### src/hdl/isc_pkg.sv
`timescale 1ns / 1ps
// shared types and constants for the integer literal scanner
// no dependencies

package isc_pkg;

   localparam int unsigned CharWidth   = 8;
   localparam int unsigned ValueWidth  = 32;
   localparam int unsigned StatusWidth = 3;

   localparam logic [ValueWidth-1:0] NegLimit = 32'h8000_0000;

   typedef enum logic [StatusWidth-1:0] {
      ST_OK       = 3'd0,
      ST_NAN      = 3'd1,
      ST_SIGN     = 3'd2,
      ST_LEADZERO = 3'd3,
      ST_DECOVF   = 3'd4,
      ST_HEXLONG  = 3'd5,
      ST_HEXEMPTY = 3'd6,
      ST_NEGRANGE = 3'd7
   } status_type;

   // classification of one input byte, flags already gated by end of input
   typedef struct packed {
      logic       is_dig;
      logic       is_zero;
      logic       is_hex;
      logic       is_minus;
      logic       is_x;
      logic [3:0] nibble;
   } char_class_type;

   typedef struct packed {
      logic [ValueWidth-1:0] value;
      status_type            status;
   } result_type;

endpackage

### src/hdl/isc_req_if.sv
`timescale 1ns / 1ps
// input channel: one character beat with end of input flag
// depends on isc_pkg

interface isc_req_if;
   logic                            valid;
   logic                            ready;
   logic [isc_pkg::CharWidth-1:0]   character;
   logic                            end_of_input;

   modport source (output valid, output character, output end_of_input, input ready);
   modport sink   (input valid, input character, input end_of_input, output ready);
endinterface

### src/hdl/isc_rsp_if.sv
`timescale 1ns / 1ps
// result channel: parsed value and status
// depends on isc_pkg

interface isc_rsp_if;
   logic                             valid;
   logic                             ready;
   logic [isc_pkg::ValueWidth-1:0]   value;
   logic [isc_pkg::StatusWidth-1:0]  status;

   modport source (output valid, output value, output status, input ready);
   modport sink   (input valid, input value, input status, output ready);
endinterface

### src/hdl/isc_char_class.sv
`timescale 1ns / 1ps
// byte classifier: digit, hex digit, minus, x/X, nibble value
// depends on isc_pkg

module isc_char_class (
   input  logic [isc_pkg::CharWidth-1:0] character,
   input  logic                          end_of_input,
   output isc_pkg::char_class_type       cls
);

   logic dec_c;
   logic low_c;
   logic upp_c;

   always_comb begin
      dec_c = (character >= 8'h30) && (character <= 8'h39);
      low_c = (character >= 8'h61) && (character <= 8'h66);
      upp_c = (character >= 8'h41) && (character <= 8'h46);

      cls.is_dig   = !end_of_input && dec_c;
      cls.is_zero  = !end_of_input && (character == 8'h30);
      cls.is_hex   = !end_of_input && (dec_c || low_c || upp_c);
      cls.is_minus = !end_of_input && (character == 8'h2d);
      cls.is_x     = !end_of_input && ((character == 8'h78) || (character == 8'h58));

      // letters a-f and A-F differ only in bit 5, low nibble 1..6 maps to 10..15
      if (dec_c) begin
         cls.nibble = character[3:0];
      end else begin
         cls.nibble = 4'(character[3:0] + 4'd9);
      end
   end

endmodule

### src/hdl/isc_core.sv
`timescale 1ns / 1ps
// scanner state machine: phase, sign, accumulator, hex digit count
// depends on isc_pkg

module isc_core #(
   parameter int unsigned MAX_HEX_DIGITS = 8
) (
   input  logic                    clock,
   input  logic                    reset,
   input  logic                    step,
   input  isc_pkg::char_class_type cls,
   output logic                    emit,
   output isc_pkg::result_type     result
);

   localparam int unsigned CntWidth = $clog2(MAX_HEX_DIGITS + 1);

   typedef enum logic [2:0] {
      PH_IDLE     = 3'd0,
      PH_MINUS    = 3'd1,
      PH_ZERO     = 3'd2,
      PH_DEC      = 3'd3,
      PH_HEXSTART = 3'd4,
      PH_HEX      = 3'd5
   } phase_type;

   phase_type                          phase_ff, phase_in;
   logic                               neg_ff, neg_in;
   logic [isc_pkg::ValueWidth-1:0]     acc_ff, acc_in;
   logic [CntWidth-1:0]                cnt_ff, cnt_in;

   logic [isc_pkg::ValueWidth+3:0]     dec_sum;
   logic                               dec_ovf;
   logic [isc_pkg::ValueWidth-1:0]     fin_value;
   isc_pkg::status_type                fin_status;

   // acc * 10 + digit as (acc << 3) + (acc << 1) + digit
   always_comb begin
      dec_sum = {1'b0, acc_ff, 3'b000} + {3'b000, acc_ff, 1'b0}
              + {32'd0, cls.nibble};
      dec_ovf = (dec_sum[isc_pkg::ValueWidth+3:isc_pkg::ValueWidth] != 4'd0);
   end

   // terminator after a complete literal
   always_comb begin
      fin_value  = acc_ff;
      fin_status = isc_pkg::ST_OK;
      if (neg_ff) begin
         if (acc_ff > isc_pkg::NegLimit) begin
            fin_value  = '0;
            fin_status = isc_pkg::ST_NEGRANGE;
         end else begin
            fin_value = 32'd0 - acc_ff;
         end
      end
   end

   always_comb begin
      phase_in      = phase_ff;
      neg_in        = neg_ff;
      acc_in        = acc_ff;
      cnt_in        = cnt_ff;
      emit          = 1'b0;
      result.value  = '0;
      result.status = isc_pkg::ST_OK;

      unique case (phase_ff)
         PH_IDLE, PH_MINUS: begin
            if (cls.is_dig) begin
               if (cls.is_zero) begin
                  phase_in = PH_ZERO;
               end else begin
                  acc_in   = {28'd0, cls.nibble};
                  phase_in = PH_DEC;
               end
            end else if (cls.is_minus && phase_ff == PH_IDLE) begin
               neg_in   = 1'b1;
               phase_in = PH_MINUS;
            end else begin
               emit          = 1'b1;
               result.status = (phase_ff == PH_IDLE) ? isc_pkg::ST_NAN : isc_pkg::ST_SIGN;
            end
         end
         PH_ZERO: begin
            if (cls.is_x) begin
               cnt_in   = '0;
               acc_in   = '0;
               phase_in = PH_HEXSTART;
            end else if (cls.is_hex) begin
               emit          = 1'b1;
               result.status = isc_pkg::ST_LEADZERO;
            end else begin
               emit = 1'b1;
            end
         end
         PH_DEC: begin
            if (cls.is_dig) begin
               if (dec_ovf) begin
                  emit          = 1'b1;
                  result.status = isc_pkg::ST_DECOVF;
               end else begin
                  acc_in = dec_sum[isc_pkg::ValueWidth-1:0];
               end
            end else begin
               emit          = 1'b1;
               result.value  = fin_value;
               result.status = fin_status;
            end
         end
         PH_HEXSTART, PH_HEX: begin
            if (cls.is_hex) begin
               if (cnt_ff == CntWidth'(MAX_HEX_DIGITS)) begin
                  emit          = 1'b1;
                  result.status = isc_pkg::ST_HEXLONG;
               end else begin
                  cnt_in   = cnt_ff + 1'b1;
                  acc_in   = {acc_ff[isc_pkg::ValueWidth-5:0], cls.nibble};
                  phase_in = PH_HEX;
               end
            end else if (cnt_ff == '0) begin
               emit          = 1'b1;
               result.status = isc_pkg::ST_HEXEMPTY;
            end else begin
               emit          = 1'b1;
               result.value  = fin_value;
               result.status = fin_status;
            end
         end
         default: begin
            phase_in = PH_IDLE;
         end
      endcase

      // every result returns the scanner to idle with state cleared
      if (emit || phase_in == PH_IDLE) begin
         phase_in = PH_IDLE;
         neg_in   = 1'b0;
         acc_in   = '0;
         cnt_in   = '0;
      end
   end

   always_ff @(posedge clock) begin
      if (reset) begin
         phase_ff <= PH_IDLE;
         neg_ff   <= 1'b0;
         acc_ff   <= '0;
         cnt_ff   <= '0;
      end else if (step) begin
         phase_ff <= phase_in;
         neg_ff   <= neg_in;
         acc_ff   <= acc_in;
         cnt_ff   <= cnt_in;
      end
   end

   a_idle_after_result : assert property (@(posedge clock) disable iff (reset)
      step && emit |=> phase_ff == PH_IDLE && acc_ff == '0 && !neg_ff)
      else $error("scanner not idle after a result");

   a_hex_count_bound : assert property (@(posedge clock) disable iff (reset)
      cnt_ff <= CntWidth'(MAX_HEX_DIGITS))
      else $error("hex digit count past limit");

   a_dec_nonzero : assert property (@(posedge clock) disable iff (reset)
      phase_ff == PH_DEC |-> acc_ff != '0)
      else $error("decimal phase with zero accumulator");

   a_count_only_hex : assert property (@(posedge clock) disable iff (reset)
      phase_ff != PH_HEX |-> cnt_ff == '0)
      else $error("hex digit count outside hex phase");

endmodule

### src/hdl/integer_literal_scanner.sv
`timescale 1ns / 1ps
// Integer literal scanner, one character beat per cycle.
// The terminating character is held in the input register and its result beat
// is then captured in the result register.
// Throughput: one character per cycle; a waiting result stalls the scanner
// and the input register holds one more beat. Synchronous reset returns to idle.
// depends on isc_pkg, isc_req_if, isc_rsp_if, isc_char_class, isc_core

module integer_literal_scanner #(
   parameter int unsigned MAX_HEX_DIGITS = 8
) (
   input  logic      clock,
   input  logic      reset,
   isc_req_if.sink   req_bus,
   isc_rsp_if.source rsp_bus
);

   logic                                in_valid_ff, in_valid_in;
   logic [isc_pkg::CharWidth-1:0]       in_char_ff, in_char_in;
   logic                                in_eoi_ff, in_eoi_in;

   logic                                out_valid_ff, out_valid_in;
   isc_pkg::result_type                 out_res_ff, out_res_in;

   logic                                advance;
   logic                                emit;
   isc_pkg::char_class_type             cls;
   isc_pkg::result_type                 result;

   isc_char_class u_class (
      .character    (in_char_ff),
      .end_of_input (in_eoi_ff),
      .cls          (cls)
   );

   isc_core #(
      .MAX_HEX_DIGITS (MAX_HEX_DIGITS)
   ) u_core (
      .clock  (clock),
      .reset  (reset),
      .step   (advance),
      .cls    (cls),
      .emit   (emit),
      .result (result)
   );

   // the held beat moves on when the result register is free or draining
   assign advance       = in_valid_ff && (!out_valid_ff || rsp_bus.ready);
   assign req_bus.ready = !in_valid_ff || advance;

   always_comb begin
      in_valid_in = in_valid_ff;
      in_char_in  = in_char_ff;
      in_eoi_in   = in_eoi_ff;
      if (req_bus.ready) begin
         in_valid_in = req_bus.valid;
         in_char_in  = req_bus.character;
         in_eoi_in   = req_bus.end_of_input;
      end

      out_valid_in = out_valid_ff;
      out_res_in   = out_res_ff;
      if (advance && emit) begin
         out_valid_in = 1'b1;
         out_res_in   = result;
      end else if (rsp_bus.ready) begin
         out_valid_in = 1'b0;
      end
   end

   always_ff @(posedge clock) begin
      if (reset) begin
         in_valid_ff  <= 1'b0;
         out_valid_ff <= 1'b0;
      end else begin
         in_valid_ff  <= in_valid_in;
         out_valid_ff <= out_valid_in;
      end
      in_char_ff <= in_char_in;
      in_eoi_ff  <= in_eoi_in;
      out_res_ff <= out_res_in;
   end

   assign rsp_bus.valid  = out_valid_ff;
   assign rsp_bus.value  = out_res_ff.value;
   assign rsp_bus.status = out_res_ff.status;

   a_no_overwrite : assert property (@(posedge clock) disable iff (reset)
      out_valid_ff && !rsp_bus.ready |-> !advance)
      else $error("pending result overwritten");

   a_error_zero : assert property (@(posedge clock) disable iff (reset)
      out_valid_ff && out_res_ff.status != isc_pkg::ST_OK |-> out_res_ff.value == '0)
      else $error("error result with nonzero value");

   a_held_beat_waits : assert property (@(posedge clock) disable iff (reset)
      in_valid_ff && !advance |=> in_valid_ff && $stable(in_char_ff))
      else $error("held character lost");

endmodule

### src/flat_wrapper.sv
// flat-port wrapper written by rule: the top's interface ports become plain ports
module integer_literal_scanner_flat 
#(
   parameter int unsigned MAX_HEX_DIGITS = 8
)
  (clock, reset, req_bus_valid, req_bus_character, req_bus_end_of_input, req_bus_ready, rsp_bus_valid, rsp_bus_value, rsp_bus_status, rsp_bus_ready);
  isc_req_if req_bus_i ();
  isc_rsp_if rsp_bus_i ();
  input  logic clock;
  input  logic reset;
  input wire logic [$bits(req_bus_i.valid)-1:0] req_bus_valid;
  input wire logic [$bits(req_bus_i.character)-1:0] req_bus_character;
  input wire logic [$bits(req_bus_i.end_of_input)-1:0] req_bus_end_of_input;
  output wire logic [$bits(req_bus_i.ready)-1:0] req_bus_ready;
  output wire logic [$bits(rsp_bus_i.valid)-1:0] rsp_bus_valid;
  output wire logic [$bits(rsp_bus_i.value)-1:0] rsp_bus_value;
  output wire logic [$bits(rsp_bus_i.status)-1:0] rsp_bus_status;
  input wire logic [$bits(rsp_bus_i.ready)-1:0] rsp_bus_ready;
  assign req_bus_i.valid = req_bus_valid;
  assign req_bus_i.character = req_bus_character;
  assign req_bus_i.end_of_input = req_bus_end_of_input;
  assign req_bus_ready = req_bus_i.ready;
  assign rsp_bus_valid = rsp_bus_i.valid;
  assign rsp_bus_value = rsp_bus_i.value;
  assign rsp_bus_status = rsp_bus_i.status;
  assign rsp_bus_i.ready = rsp_bus_ready;
  integer_literal_scanner #(.MAX_HEX_DIGITS(MAX_HEX_DIGITS)) u_core (.clock(clock), .reset(reset), .req_bus(req_bus_i), .rsp_bus(rsp_bus_i));
endmodule
### config.mk
export PLATFORM = sky130hd
export DESIGN_NAME = integer_literal_scanner_flat
export DESIGN_NICKNAME = d
export VERILOG_FILES = /design/src/hdl/isc_pkg.sv /design/src/hdl/isc_req_if.sv /design/src/hdl/isc_rsp_if.sv /design/src/hdl/isc_char_class.sv /design/src/hdl/isc_core.sv /design/src/hdl/integer_literal_scanner.sv /design/src/flat_wrapper.sv
export SDC_FILE = /design/constraint.sdc
export NUM_CORES = 1
export LEC_CHECK = 0
export ABC_AREA = 1
export BUFFER_PORTS_ARGS = -buffer_cell sky130_fd_sc_hd__buf_2
export CORE_MARGIN = 2
export CORE_UTILIZATION = 31
export DETAILED_ROUTE_END_ITERATION = 6
export PLACE_DENSITY_LB_ADDON = 0.15
export REMOVE_ABC_BUFFERS = 1
export SYNTH_ARGS = -nofsm -noshare
export SYNTH_HDL_FRONTEND = slang
export SYNTH_SLANG_ARGS = --single-unit
### constraint.sdc
create_clock -name clock -period 5.7 [get_ports clock]
set_input_delay 0.855 -clock clock [delete_from_list [all_inputs] [get_ports clock]]
set_output_delay 0.855 -clock clock [all_outputs]
set_load 0.05 [all_outputs]
# Yosys cells after proc, flatten, opt, wreduce, memory -nomap -nowiden
# Cells that the tools add are included.
[totals]
elab_cells = 130
register_bits = 86
memories = 0
ramBits = 0
in_bits = 13
output_inout_bits = 37
romBits = 0
latchBits = 0
[op_classes]
muxes = 56
multipliers = 0
bitwise = 0
n_lt_le_gt_ge = 7
add_sub_neg = 5
eq_ne = 18
div = 0
shifts = 0
reduce_logical = 34
[ops]
columns = ["cell", "n"]
rows = [
  ["32-bit 2-to-1 mux", 13],
  ["32-bit case mux with 4 select lines", 1],
  ["32-bit case mux with 2 select lines", 1],
  ["3-bit 2-to-1 mux", 13],
  ["35-bit by 33-bit adder with 36-bit output", 1],
  ["36-bit by 4-bit adder with 36-bit output", 1],
  ["32-bit > comparator (second input constant)", 1],
  ["1-bit by 32-bit subtractor with 32-bit output (first input constant)", 1],
  ["3-bit case mux with 4 select lines", 2],
  ["3-bit != test (second input constant)", 7],
  ["4-bit 2-to-1 mux", 5],
  ["8-bit by 6-bit equality test with 1-bit output (second input constant)", 2],
  ["8-bit by 7-bit equality test with 1-bit output (second input constant)", 2],
  ["8-bit by 7-bit >= comparator with 1-bit output (second input constant)", 2],
  ["8-bit by 7-bit less-or-equal comparator with 1-bit output (second input constant)", 2],
  ["1-bit 2-to-1 mux", 14],
  ["1-bit logical AND", 11],
  ["2-bit 2-to-1 mux", 5],
  ["9-bit AND reduction", 1],
  ["8-bit by 6-bit >= comparator with 1-bit output (second input constant)", 1],
  ["8-bit by 6-bit less-or-equal comparator with 1-bit output (second input constant)", 1],
  ["4-bit case mux with 2 select lines", 1],
  ["3-bit by 2-bit equality test with 1-bit output (second input constant)", 2],
  ["3-bit equality test (second input constant)", 2],
  ["other kinds (17)", 28],
]

# Logic depth before layout (Yosys ltp)
# Gate-level depths: netlist of run 1.
[depth]
ltp_word = 11
depth_mapped = 31
ltp_nobuf = 30

# Modules after synthesis
# Synthesis of run 1 repeated with hierarchy kept, for this count alone.
[unflattened]
cells_unflattened = 1149
area_unflattened_um2 = 7644.8
[by_module_without_submodules]
columns = ["module", "cells_per_inst", "area_per_inst_um2", "n_inst", "seq_area_each_um2"]
rows = [
  ["isc_core", 1029, 5916.9, 1, 800.8],
  ["integer_literal_scanner", 60, 1418.9, 1, 1361.3],
  ["isc_char_class", 60, 309.0, 1, 0.0],
]

# Least setup slack after synthesis of run 1
# OpenSTA, ideal clock, no wires.
[synth_path]
kind = "register -> register"
startpoint = "register u_core.in_char_ff[0] (netlist name)"
endpoint = "register u_core.out_res_ff (netlist bit u_core.rsp_bus.status[0]), enable pin"
arrival_ns = 4.161
setup_time_ns = 0.390
path_buffers = 1
period_less_slack_ns = 4.550
stages_incl_launch_ff = 26
t_required_ns = 5.310
slack_ns = 1.150
path_cell_list = "edfxtp_1 > inv_1 > ha_1 > inv_1 > nand3b_1 > nand3_4 > nand2_1 > xor2_1 > inv_1 > fa_1 > fa_1 > nand2_1 > nand2_1 > nand3_1 > nand2_1 > nand2_1 > nand2_1 > nand2_1 > nand3_1 > nand2_1 > nor2_1 > nand2_1 > a21boi_1 > buf_2 > or2_2 > inv_1"
[synth_between]
elab_chain_cells = 9
elab_cells_between_ends = 32
[synth_rtl]
columns = ["element", "line", "text"]
rows = [
  ["from (decl)", "integer_literal_scanner.sv:19", "logic [isc_pkg::CharWidth-1:0] in_char_ff, in_char_in;"],
  ["from (signal assigned)", "integer_literal_scanner.sv:79", "in_char_ff <= in_char_in;"],
  ["8-bit by 6-bit >= comparator with 1-bit output or 8-bit by 6-bit less-or-equal comparator with 1-bit output (tied branches)", "isc_char_class.sv:16", "dec_c = (character >= 8'h30) && (character <= 8'h39);"],
  ["1-bit logical AND", "isc_char_class.sv:16", ""],
  ["4-bit 2-to-1 mux", "isc_char_class.sv:27", "if (dec_c) begin"],
  ["36-bit by 4-bit adder with 36-bit output", "isc_core.sv:40", "+ {32'd0, cls.nibble};"],
  ["4-bit nonzero test", "isc_core.sv:41", "dec_ovf = (dec_sum[isc_pkg::ValueWidth+3:isc_pkg::ValueWidth] != 4'd0);"],
  ["1-bit 2-to-1 mux", "isc_core.sv:98", "if (dec_ovf) begin"],
  ["1-bit 2-to-1 mux", "isc_core.sv:97", "if (cls.is_dig) begin"],
  ["1-bit case mux with 4 select lines *", "isc_core.sv:67", "unique case (phase_ff)"],
  ["1-bit logical AND *", "integer_literal_scanner.sv:63", "if (advance && emit) begin"],
  ["to (signal assigned)", "integer_literal_scanner.sv:81", "out_res_ff <= out_res_in;"],
  ["to (decl)", "integer_literal_scanner.sv:23", "isc_pkg::result_type out_res_ff, out_res_in;"],
]
# Every way passes the cells marked *; elsewhere a longest branch is shown, timed or not.
# A chain may end at the register's enable or synchronous reset.

# Worst setup path after layout of run 1
[layout_path]
startpoint = "register u_core.in_char_ff[0] (netlist name)"
endpoint = "register u_core.u_core.acc_ff[0] (netlist name)"
[layout_between]
elab_chain_cells = 11
elab_cells_between_ends = 58
[layout_rtl]
columns = ["element", "line", "text"]
rows = [
  ["8-bit by 6-bit >= comparator with 1-bit output, or another cell as far along", "isc_char_class.sv:16", ""],
  ["1-bit logical AND (on tied branches)", "isc_char_class.sv:16, isc_char_class.sv:17", ""],
  ["4-bit 2-to-1 mux or 1-bit logical OR (tied branches)", "isc_char_class.sv:27, isc_char_class.sv:22", ""],
  ["36-bit by 4-bit adder with 36-bit output or 1-bit logical OR (tied branches)", "isc_core.sv:40, isc_char_class.sv:22", ""],
  ["4-bit nonzero test or 1-bit logical AND (tied branches)", "isc_core.sv:41, isc_char_class.sv:22", ""],
  ["1-bit 2-to-1 mux or 3-bit 2-to-1 mux (tied branches)", "isc_core.sv:98, isc_core.sv:111", ""],
  ["1-bit 2-to-1 mux or 3-bit case mux with 4 select lines (tied branches)", "isc_core.sv:97, isc_core.sv:67", ""],
  ["1-bit case mux with 4 select lines or 3-bit logical NOT (tied branches)", "isc_core.sv:67, isc_core.sv:135", ""],
  ["1-bit logical OR", "isc_core.sv:135", "if (emit || phase_in == PH_IDLE) begin"],
  ["3-bit != test (no source line) or 5-bit nonzero test (tied branches)", "--", ""],
  ["9-bit AND reduction (no source line)", "--", ""],
  ["to (signal assigned)", "isc_core.sv:152", "acc_ff <= acc_in;"],
  ["to (decl)", "isc_core.sv:29", "logic [isc_pkg::ValueWidth-1:0] acc_ff, acc_in;"],
]
# Parallel ways exist; a longest one is shown, timed or not. The select of a mux whose other input is x is not followed.

==> results of run 1 <==
==> worst max path at each step <==
stage	from	end	slack [ns]	cells after the start
6_report	u_core.in_char_ff[0]	u_core.u_core.acc_ff[0]	0.87	29
5_1_grt	u_core.in_char_ff[0]	u_core.u_core.acc_ff[6]	0.29	29
4_1_cts	u_core.in_char_ff[0]	u_core.u_core.acc_ff[0]	0.82	29
3_5_place_dp	u_core.in_char_ff[0]	u_core.u_core.acc_ff[22]	0.85	29
3_3_place_gp	u_core.in_char_ff[0]	u_core.u_core.acc_ff[8]	0.96	29
2_1_floorplan	u_core.in_char_ff[0]	u_core.rsp_bus.status[0]	0.96	24
==> state kept, by name (all words and copies together) (netlist names) <==
name / flops
u_core.in_char_ff: 8
u_core.in_eoi_ff: 1
u_core.in_valid_ff: 1
u_core.rsp_bus.status: 3
u_core.rsp_bus.valid: 1
u_core.rsp_bus.value: 32
u_core.u_core.acc_ff: 32
u_core.u_core.cnt_ff: 4
u_core.u_core.neg_ff: 1
u_core.u_core.phase_ff: 3
==> per-stage QoR <==
step	cell area, um2	instances	hold WS [ns]
2_1_floorplan	7390	1120	0.465
3_3_place_gp	8100	1500	0.491
3_5_place_dp	8100	1500	0.500
4_1_cts	8410	1516	0.510
5_1_grt	8410	1516	0.540
6_report	8410	1516	0.508
==> cells in the mapped netlist (3+ instances only) <==
cell / n / area share, %
a22oi_1: 3 / 0.30
dfxtp_1: 42 / 11
nand4_1: 5 / 0.41
nand3_1: 83 / 5.5
o21ai_0: 50 / 3.3
nor4_1: 6 / 0.50
a31oi_1: 4 / 0.33
ha_1: 70 / 12
buf_2: 6 / 0.40
or2_2: 15 / 1.2
o21bai_1: 9 / 0.90
xnor2_1: 4 / 0.46
nor3_1: 17 / 1.1
buf_4: 4 / 0.40
o22ai_1: 7 / 0.58
nand2_1: 324 / 16
nor2_1: 154 / 7.7
clkbuf_1: 19 / 0.95
edfxtp_1: 44 / 18
a21oi_1: 88 / 5.8
nand3b_1: 3 / 0.30
inv_1: 142 / 7.1
xor2_1: 15 / 1.7
==> cell type report <==
| cell class | instances | area [um2] |
|---|---|---|
| multi-input combinational | 890 | 4690 |
| clock inverter | 4 | 53.8 |
| fill | 2667 | 15700 |
| tap | 324 | 405 |
| clock buffer | 12 | 256 |
| inverter | 144 | 541 |
| timing repair buffer | 56 | 298 |
| sequential | 86 | 2160 |
==> power by group through the flow <==
stage / sequential (mW) / clock (mW) / combinational (mW)
2_1_floorplan: 0.746 / 0 / 0.158
3_3_place_gp: 0.720 / 0 / 0.265
3_5_place_dp: 0.720 / 0 / 0.266
4_1_cts: 0.705 / 0.673 / 0.267
5_1_grt: 0.710 / 0.692 / 0.300
6_report: 0.705 / 0.657 / 0.267
==> per-layer routing <==
layer	vias up	routed length, um
met4	0	342
met5	-	0
met3	18	827
met1	3306	11700
li1	3838	-
met2	155	10700
==> critical path: cells and delay by family, from the launching register on <==
kind	cells	cell delay (ns)
simple gates	22	2.73
flops	1	0.43
xor+xnor	1	0.19
buf+inv	3	0.27
fa+ha+maj	3	1.13
==> cell families after synthesis <==
| group | synth area share (%) |
|---|---|
| adders and majority gates | 12.1 |
| xor gates and xnor gates | 2.21 |
| AOI/OAI and AO/OA | 12.8 |
| buffers and inverters | 9.21 |
| DFF | 28.7 |
| and+or+nand+nor | 35.0 |
==> results.md, run 1 <==
- Clk_lat worst skew: 0.37 ns
- Row count: 57
- GR Layer Usage met1: 25.7%
- Asr flop ratio synth: 0%
- Worst R2R Setup Slack: 0.87 ns
- Die Height: 160 um
- Clock Sinks: 86
- Max Root-Sink Buffers: 2
- Rel. slew slack: 35.3%
- Minimum clock period: 4.83 ns
- WHS Endpoint: u_core.u_core.phase_ff[0]
- VDD IR max: 0.121 mV
- PostCTS Resize Cnt: 0
- CP Class: reg2reg
- Clock transition at path regs: 0.07 ns
- Nets@finish: 1272
- Worst Setup Start Kind: flip-flop
- Port Buffers: 49
- Vias in the first global route: 6854
- Power per standard cell area: 194 nW/um2
- Post-route ant nets: 0
- Fin Clk Skew: 0.00973 ns
- HP Class: reg2reg
- Most frequent cells in the layout: nand2_1, nor2_1, inv_1
- Total routed wirelength: 23500 um
- # setup viols final: 0
- Leak: 3.92 nW
- Gate power share: 16.4%
- Net switching power: 0.512 mW
- Final estimated routing congestion in global placement: 0.886
- Internal power: 1.12 mW
- RSZ-0062 raised after global routing: no
- Clock network fraction of design power: 40.3%
- Vias per cell: 4.83
- Hold Crit Start: u_core.u_core.phase_ff[0]
- Total power: 1.63 mW
- CP required: 6.00 ns
- Final worst path period share: 84.7%
- Yosys reg bits: 86
- Total gr overflow: 0
- Layout Utilization: 34.9%
- Mapped Cells: 1151
- Met3 GRT Util: 1.97%
- CP endpoint kind: flip-flop
- Drt pass-1 iters: 5
- Syn Std Cell Area: 7540 um2
- TritonCTS clock tree: yes
- Slowest cell on crit path: fa_1
- Clock buffer count from CTS: 9
- Initial antenna violation count: 0
- Hold Fails Final Rpt: 0
- Yosys warning total: 0
- Commonest non-fill, non-tap cell in the layout: nand2_1
- Hold path depth: 2
- Prevailing post-synth register cell: edfxtp_1
- Die X: 160 um
- HPWL Detailed: 17500 um
- # Post-CTS Setup Buffers: 0
- Outcome: completed
- N_diodes: 0
- Pins Over Slew Limit: 0
- Global-route usage over all layers: 18.6%
- Initial Util: 31.3%
- Mean Syn Cell Area: 6.55 um2
- CTS Root Buffer Type: clkbuf_16
- Final WS setup: 0.870 ns
- CTS H-tree lvls: 3
- Sequential Power Share: 43.3%
- Post-synthesis sequential area ratio: 28.7%
- Unique masters post-synth: 45
- Boundary Pins: 50
- CP dominant cell by count: nand2_1
- Post-synth EDFFs: 44
- Largest net degree at the start of global routing: 44
- 1st-iter DRT viols: 596
- Upper clock frequency limit: 207 MHz
- Worst Max-Slew Pin Slew: 0.969 ns
- GR peak layer: met2
- Switching share of power: 31.4%
- Wire length per cell: 15.5 um
- Vias: 7317
- Met2 usage: 30.7%
- Synth-to-Final Area Change: 11.5%
- Max Cap Violations: 0
- DRC Markers: 0
- Hold-fix buffer count after cts: 0
- RR Endpoint: u_core.u_core.acc_ff[0]
- Reg2reg start: u_core.in_char_ff[0]
- Final setup TNS: 0 ns
- Critical path fanouts, max: 43
- First-pass GRT wire length: 37300 um
- Share of layout cells above drive strength 1: 8.47%
- Worst endpoint data arrival time: 5.13 ns
- Die ar.: 25600 um2
- Core ar.: 24100 um2
- Post-Place Setup Slack: 0.848 ns
- Crit-path max cell delay: 0.50 ns
- R2R cell count: 29
Power figures use the tool's default switching activity.
==> run 2: changes to the inputs <==
Clock period 5.7 ns to 5 ns, I/O delays scaled along.
==> results.md, run 2 (synthesis gave the netlist of run 1 again) <==
- Pins Over Slew Limit: 0 (unchanged)
- Upper clock frequency limit: 220 MHz (+6.5%)
- Final estimated routing congestion in global placement: 0.897 (+1.3%)
- Minimum clock period: 4.54 ns (-0.295 ns)
- Largest net degree at the start of global routing: 44 (unchanged)
- Global-route usage over all layers: 18.9% (+0.29 points)
- Most frequent cells in the layout: nand2_1, nor2_1, inv_1
- Boundary Pins: 50 (unchanged)
- Total power: 1.85 mW (+14%)
- Final worst path period share: 90.7% (+6.0 points)
- First-pass GRT wire length: 38100 um (+2.3%)
- Port Buffers: 49 (unchanged)
- Initial Util: 31.3% (unchanged)
- HPWL Detailed: 17700 um (+1.2%)
- Power per standard cell area: 218 nW/um2 (+13%)
- Die ar.: 25600 um2 (unchanged)
- Rel. slew slack: 30.9% (-4.4 points)
- Clock transition at path regs: 0.07 ns (about the same)
- HP Class: reg2reg
- Commonest non-fill, non-tap cell in the layout: nand2_1
- Worst Max-Slew Pin Slew: 1.04 ns (+0.0663 ns)
- CP endpoint kind: flip-flop
- RSZ-0062 raised after global routing: no
- Fin Clk Skew: 0.0120 ns (+0.00231 ns)
- DRC Markers: 0 (unchanged)
- Worst endpoint data arrival time: 4.57 ns (-0.56 ns)
- Die X: 160 um (unchanged)
- Met2 WL post-DR: 10800 um (+0.79%)
- Worst Setup Start Kind: flip-flop
- Hold Slack: 0.502 ns (-0.00533 ns)
- Row count: 57 (unchanged)
- CTS H-tree lvls: 3 (unchanged)
- Clock buffer count from CTS: 9 (unchanged)
- Vias per cell: 4.84 (+0.26%)
- Critical path fanouts, max: 23 (-47%)
- Hold-fix buffer count after cts: 0 (unchanged)
- TritonCTS clock tree: yes
- Met1 Wirelength: 11400 um (-2.4%)
- Leak: 3.96 nW (+1.1%)
- Total routed wirelength: 23700 um (+0.56%)
- CP required: 5.03 ns (-0.97 ns)
- Vias in the first global route: 7154 (+4.4%)
- Core ar.: 24100 um2 (unchanged)
- # setup viols final: 0 (unchanged)
- Vias: 7375 (+0.79%)
- Synth-to-Final Area Change: 12.6%
- Max Cap Violations: 0 (unchanged)
- Share of layout cells above drive strength 1: 9.17% (+0.69 points)
- CP Class: reg2reg
- Layout Utilization: 35.2% (+0.36 points)
- 1st-iter DRT viols: 451 (-24%)
- Die Height: 160 um (unchanged)
- Clk_lat worst skew: 0.36 ns (about the same)
- Uppermost routed layer: met4
- Max Root-Sink Buffers: 2 (unchanged)
- Worst R2R Setup Slack: 0.46 ns (-0.40 ns)
- Filler instances: 2716 (+1.8%)
- Post-Place Setup Slack: 0.356 ns (-0.493 ns)
- Drt pass-1 iters: 5 (unchanged)
- Final WS setup: 0.465 ns (-0.405 ns)
- Final setup TNS: 0 ns (unchanged)
- Initial antenna violation count: 0 (unchanged)
- Hold Fails Final Rpt: 0 (unchanged)
- Wire length per cell: 15.5 um (about the same)
- N_diodes: 0 (unchanged)
- Outcome: completed
- Met3 WL: 832 um (+0.60%)
- Nets@finish: 1280 (+0.63%)
- Clock Sinks: 86 (unchanged)
- CTS Root Buffer Type: clkbuf_16
- Total gr overflow: 0 (unchanged)
- VDD IR max: 0.179 mV (+47%)
- Post-route ant nets: 0 (unchanged)
==> run 2: changes by cell type in the layout (fill, tap and decap cells not counted), sizes merged <==
| cell | previous run | this run |
|---|---|---|
| buf | 56 | 64 |
| inv | 145 | 147 |
| bufinv | 1 | 0 |
| clkbuf | 12 | 11 |
==> run 2: where the power goes <==
group | internal, mW | total [mW] | leakage (nW) | switching (mW)
Clock | 0.406 | 0.740 | 0.157 | 0.334
Sequential | 0.769 | 0.802 | 0.773 | 0.0331
Combinational | 0.0910 | 0.312 | 3.03 | 0.221
Total | 1.27 | 1.85 | 3.96 | 0.588
==> run 2: metrics by stage <==
step / cell area [um2] / cells
floorplan: 7390 / 1120
global placement: 8130 / 1504
detailed placement: 8130 / 1504
CTS: 8450 / 1520
global route: 8490 / 1524
finish: 8490 / 1524
==> run 2: cell type report <==
type / instances / area [um2] / share of cell area (%)
clock buffers: 11 / 275 / 3.24
clock inverters: 5 / 43.8 / 0.516
inverters: 144 / 541 / 6.36
multi-input cells: 890 / 4710 / 55.4
flip-flops and latches: 86 / 2160 / 25.5
well taps: 324 / 405 / 4.77
repair buffers: 64 / 358 / 4.21
==> run 2: timing repair <==
item                                    in CTS  in global routing
endpoints found under the setup margin       0                 28
resized for setup                            0                  2
setup buffers                                0                  4
==> run 2: per-layer routing <==
metal / global-route usage [%] / up-vias
li1: - / 3854
met1: 25.3 / 3332
met2: 31.1 / 156
met3: 2.26 / 33
met4: 7.17 / 0
met5: 0 / -
==> run 2: path summary, 6_finish.rpt <==
path	from	endpoint	depth (start not counted)
worst min-delay path	u_core.u_core.phase_ff[0]	u_core.u_core.phase_ff[0]	2
worst max-delay path	u_core.in_char_ff[1]	u_core.rsp_bus.value[13]	24
worst min register to register	u_core.u_core.phase_ff[0]	u_core.u_core.phase_ff[0]	2
worst max register to register	u_core.in_char_ff[1]	u_core.rsp_bus.value[13]	24
==> run 2: worst max-delay path, cell delays in order (launching register included) <==
cell and delay, ns:
edfxtp_1 0.41, inv_1 0.13, ha_1 0.19, nand3b_1 0.15, nand3_4 0.12, nand2_1 0.09, xor2_1 0.19, inv_1 0.08
fa_1 0.49, fa_1 0.46, nand2_1 0.11, nand2_1 0.11, nand3_1 0.08, nand2_1 0.09, nand2_1 0.07, nand2_1 0.14
nand2_1 0.13, nand3_1 0.08, nand2_1 0.07, nor2_1 0.04, nand2_1 0.12, a21boi_1 0.09, or2_2 0.33, inv_1 0.08
buf_4 0.31
==> run 3: changes to the inputs <==
Settings changed: GPL_ROUTABILITY_DRIVEN from default to 0, MAX_ROUTING_LAYER from default to met4, SETUP_SLACK_MARGIN from default to 0.15.
==> results.md, run 3 (synthesis gave the netlist of run 1 again) <==
- Leak: 3.94 nW (-0.67%)
- R2R cell count: 25 (+4.2%)
- CP Class: reg2reg
- Crit. Startpoint: u_core.in_char_ff[0]
- Crit-path max cell delay: 0.49 ns (about the same)
- Initial antenna violation count: 0 (unchanged)
- Clk_lat worst skew: 0.36 ns (about the same)
- Layout Utilization: 35.1% (-0.16 points)
- Die ar.: 25600 um2 (unchanged)
- Boundary Pins: 50 (unchanged)
- Final worst path period share: 88.4% (-2.3 points)
- CTS Root Buffer Type: clkbuf_16
- Upper clock frequency limit: 226 MHz (+2.7%)
- Global-route usage over all layers: 19.4% (+0.49 points)
- Met3 GRT Util: 1.77% (-0.49 points)
- Minimum clock period: 4.42 ns (-0.117 ns)
- Die X: 160 um (unchanged)
- CP endpoint kind: flip-flop
- DRC Markers: 0 (unchanged)
- Post-Place Cells: 1504 (unchanged)
- Reg2reg start: u_core.in_char_ff[0]
- Clock buffer count from CTS: 9 (unchanged)
- Worst Setup Start Kind: flip-flop
- HP Class: reg2reg
- Total routed wirelength: 23600 um (-0.40%)
- Core ar.: 24100 um2 (unchanged)
- Die Height: 160 um (unchanged)
- RSZ-0062 raised after global routing: yes
- Clock Sinks: 86 (unchanged)
- Vias in the first global route: 7107 (-0.66%)
- Met2 usage: 32.1% (+0.92 points)
- Finished Layout Cells: 1522 (-0.13%)
- Pins Over Slew Limit: 0 (unchanged)
- Drt pass-1 iters: 5 (unchanged)
- RR Endpoint: u_core.rsp_bus.value[17]
- GR Layer Usage met1: 25.9% (+0.52 points)
- Max Cap Violations: 0 (unchanged)
- Nets@finish: 1278 (-0.16%)
- First-pass GRT wire length: 38000 um (-0.47%)
- Max Root-Sink Buffers: 2 (unchanged)
- # setup viols final: 0 (unchanged)
- Wire length per cell: 15.5 um (-0.27%)
- Slowest cell on crit path: fa_1
- CTS H-tree lvls: 3 (unchanged)
- Share of layout cells above drive strength 1: 8.93% (-0.24 points)
- Critical path fanouts, max: 23 (unchanged)
- Cell Area, Placed: 8130 um2 (unchanged)
- GR peak layer: met2
- HPWL Detailed: 17500 um (-1.1%)
- Clock transition at path regs: 0.07 ns (about the same)
- Final Cell Area: 8460 um2 (-0.44%)
- Largest net degree at the start of global routing: 44 (unchanged)
- Outcome: completed
- Post-route ant nets: 0 (unchanged)
- N_diodes: 0 (unchanged)
- Vias per cell: 4.84 (about the same)
- VDD IR max: 0.145 mV (-19%)
- TritonCTS clock tree: yes
- CP required: 5.04 ns (about the same)
- Worst Max-Slew Pin Slew: 1.03 ns (-0.00270 ns)
- Vias: 7365 (-0.14%)
- Total gr overflow: 0 (unchanged)
- Worst R2R Setup Slack: 0.58 ns (+0.12 ns)
- CP dominant cell by count: nand2_1
- Rel. slew slack: 31.1% (+0.18 points)
- Most frequent cells in the layout: nand2_1, nor2_1, inv_1
- Worst endpoint data arrival time: 4.46 ns (-0.11 ns)
- Hold Fails Final Rpt: 0 (unchanged)
- Port Buffers: 49 (unchanged)
- 1st-iter DRT viols: 584 (+29%)
- Hold Slack: 0.500 ns (-0.00251 ns)
- Hold-fix buffer count after cts: 0 (unchanged)
- Fin Clk Skew: 0.0101 ns (-0.00189 ns)
- Row count: 57 (unchanged)
- Initial Util: 31.3% (unchanged)
- Synth-to-Final Area Change: 12.1%
- Final setup TNS: 0 ns (unchanged)
- Filler instances: 2716 (unchanged)
- Power per standard cell area: 215 nW/um2 (-1.5%)
- Critical Path End: u_core.rsp_bus.value[17]
- Commonest non-fill, non-tap cell in the layout: nand2_1
==> run 3: power by group <==
group / switching, mW / internal, mW / total [mW]
Clock: 0.332 / 0.372 / 0.704
Sequential: 0.0324 / 0.769 / 0.802
Combinational: 0.222 / 0.0907 / 0.312
Total: 0.586 / 1.23 / 1.82
==> run 3: metal layers <==
metal	wire, um	vias up
met2	11200	120
met1	11500	3395
met4	255	0
met5	0	-
li1	-	3836
met3	656	14
==> run 3: layout make-up <==
cell class	count	area, um2	area share (%)
multi-input combinational	890	4710	55.7
sequential	86	2160	25.6
inverter	144	541	6.39
tap	324	405	4.79
timing repair buffer	62	347	4.10
clock buffer	11	254	3.00
clock inverter	5	38.8	0.459
==> run 3: worst min-delay path by stage <==
stage	from	to	slack, ns	cells after the start
after floorplan	u_core.u_core.phase_ff[0]	u_core.u_core.phase_ff[0]	0.47	2
after global placement	u_core.u_core.phase_ff[0]	u_core.u_core.phase_ff[0]	0.49	2
after detailed placement	u_core.u_core.phase_ff[0]	u_core.u_core.phase_ff[0]	0.49	2
after CTS	u_core.u_core.phase_ff[0]	u_core.u_core.phase_ff[0]	0.50	2
after global routing	u_core.rsp_bus.valid	u_core.rsp_bus.valid	0.53	2
final	u_core.u_core.phase_ff[0]	u_core.u_core.phase_ff[0]	0.50	2
==> run 3: per-stage QoR <==
stage               setup slack (ns)  power, mW
floorplan                      0.258       1.03
global placement               0.508       1.13
detailed placement             0.360       1.13
CTS                            0.328       1.83
global route                   0.113       1.91
finish                         0.582       1.82
==> run 3: critical path, delay by kind of cell (launching register included) <==
kind / cells / cell delay, ns
DFF: 1 / 0.44
adders and majority gates: 3 / 1.10
buffers and inverters: 5 / 0.60
AOI/OAI and AO/OA: 1 / 0.10
and+or+nand+nor: 15 / 1.67
xor gates and xnor gates: 1 / 0.18
==> run 3: timing repair <==
action	in CTS	in global routing
setup endpoints to repair	0	54
setup buffers	0	2
gates resized for setup	0	3
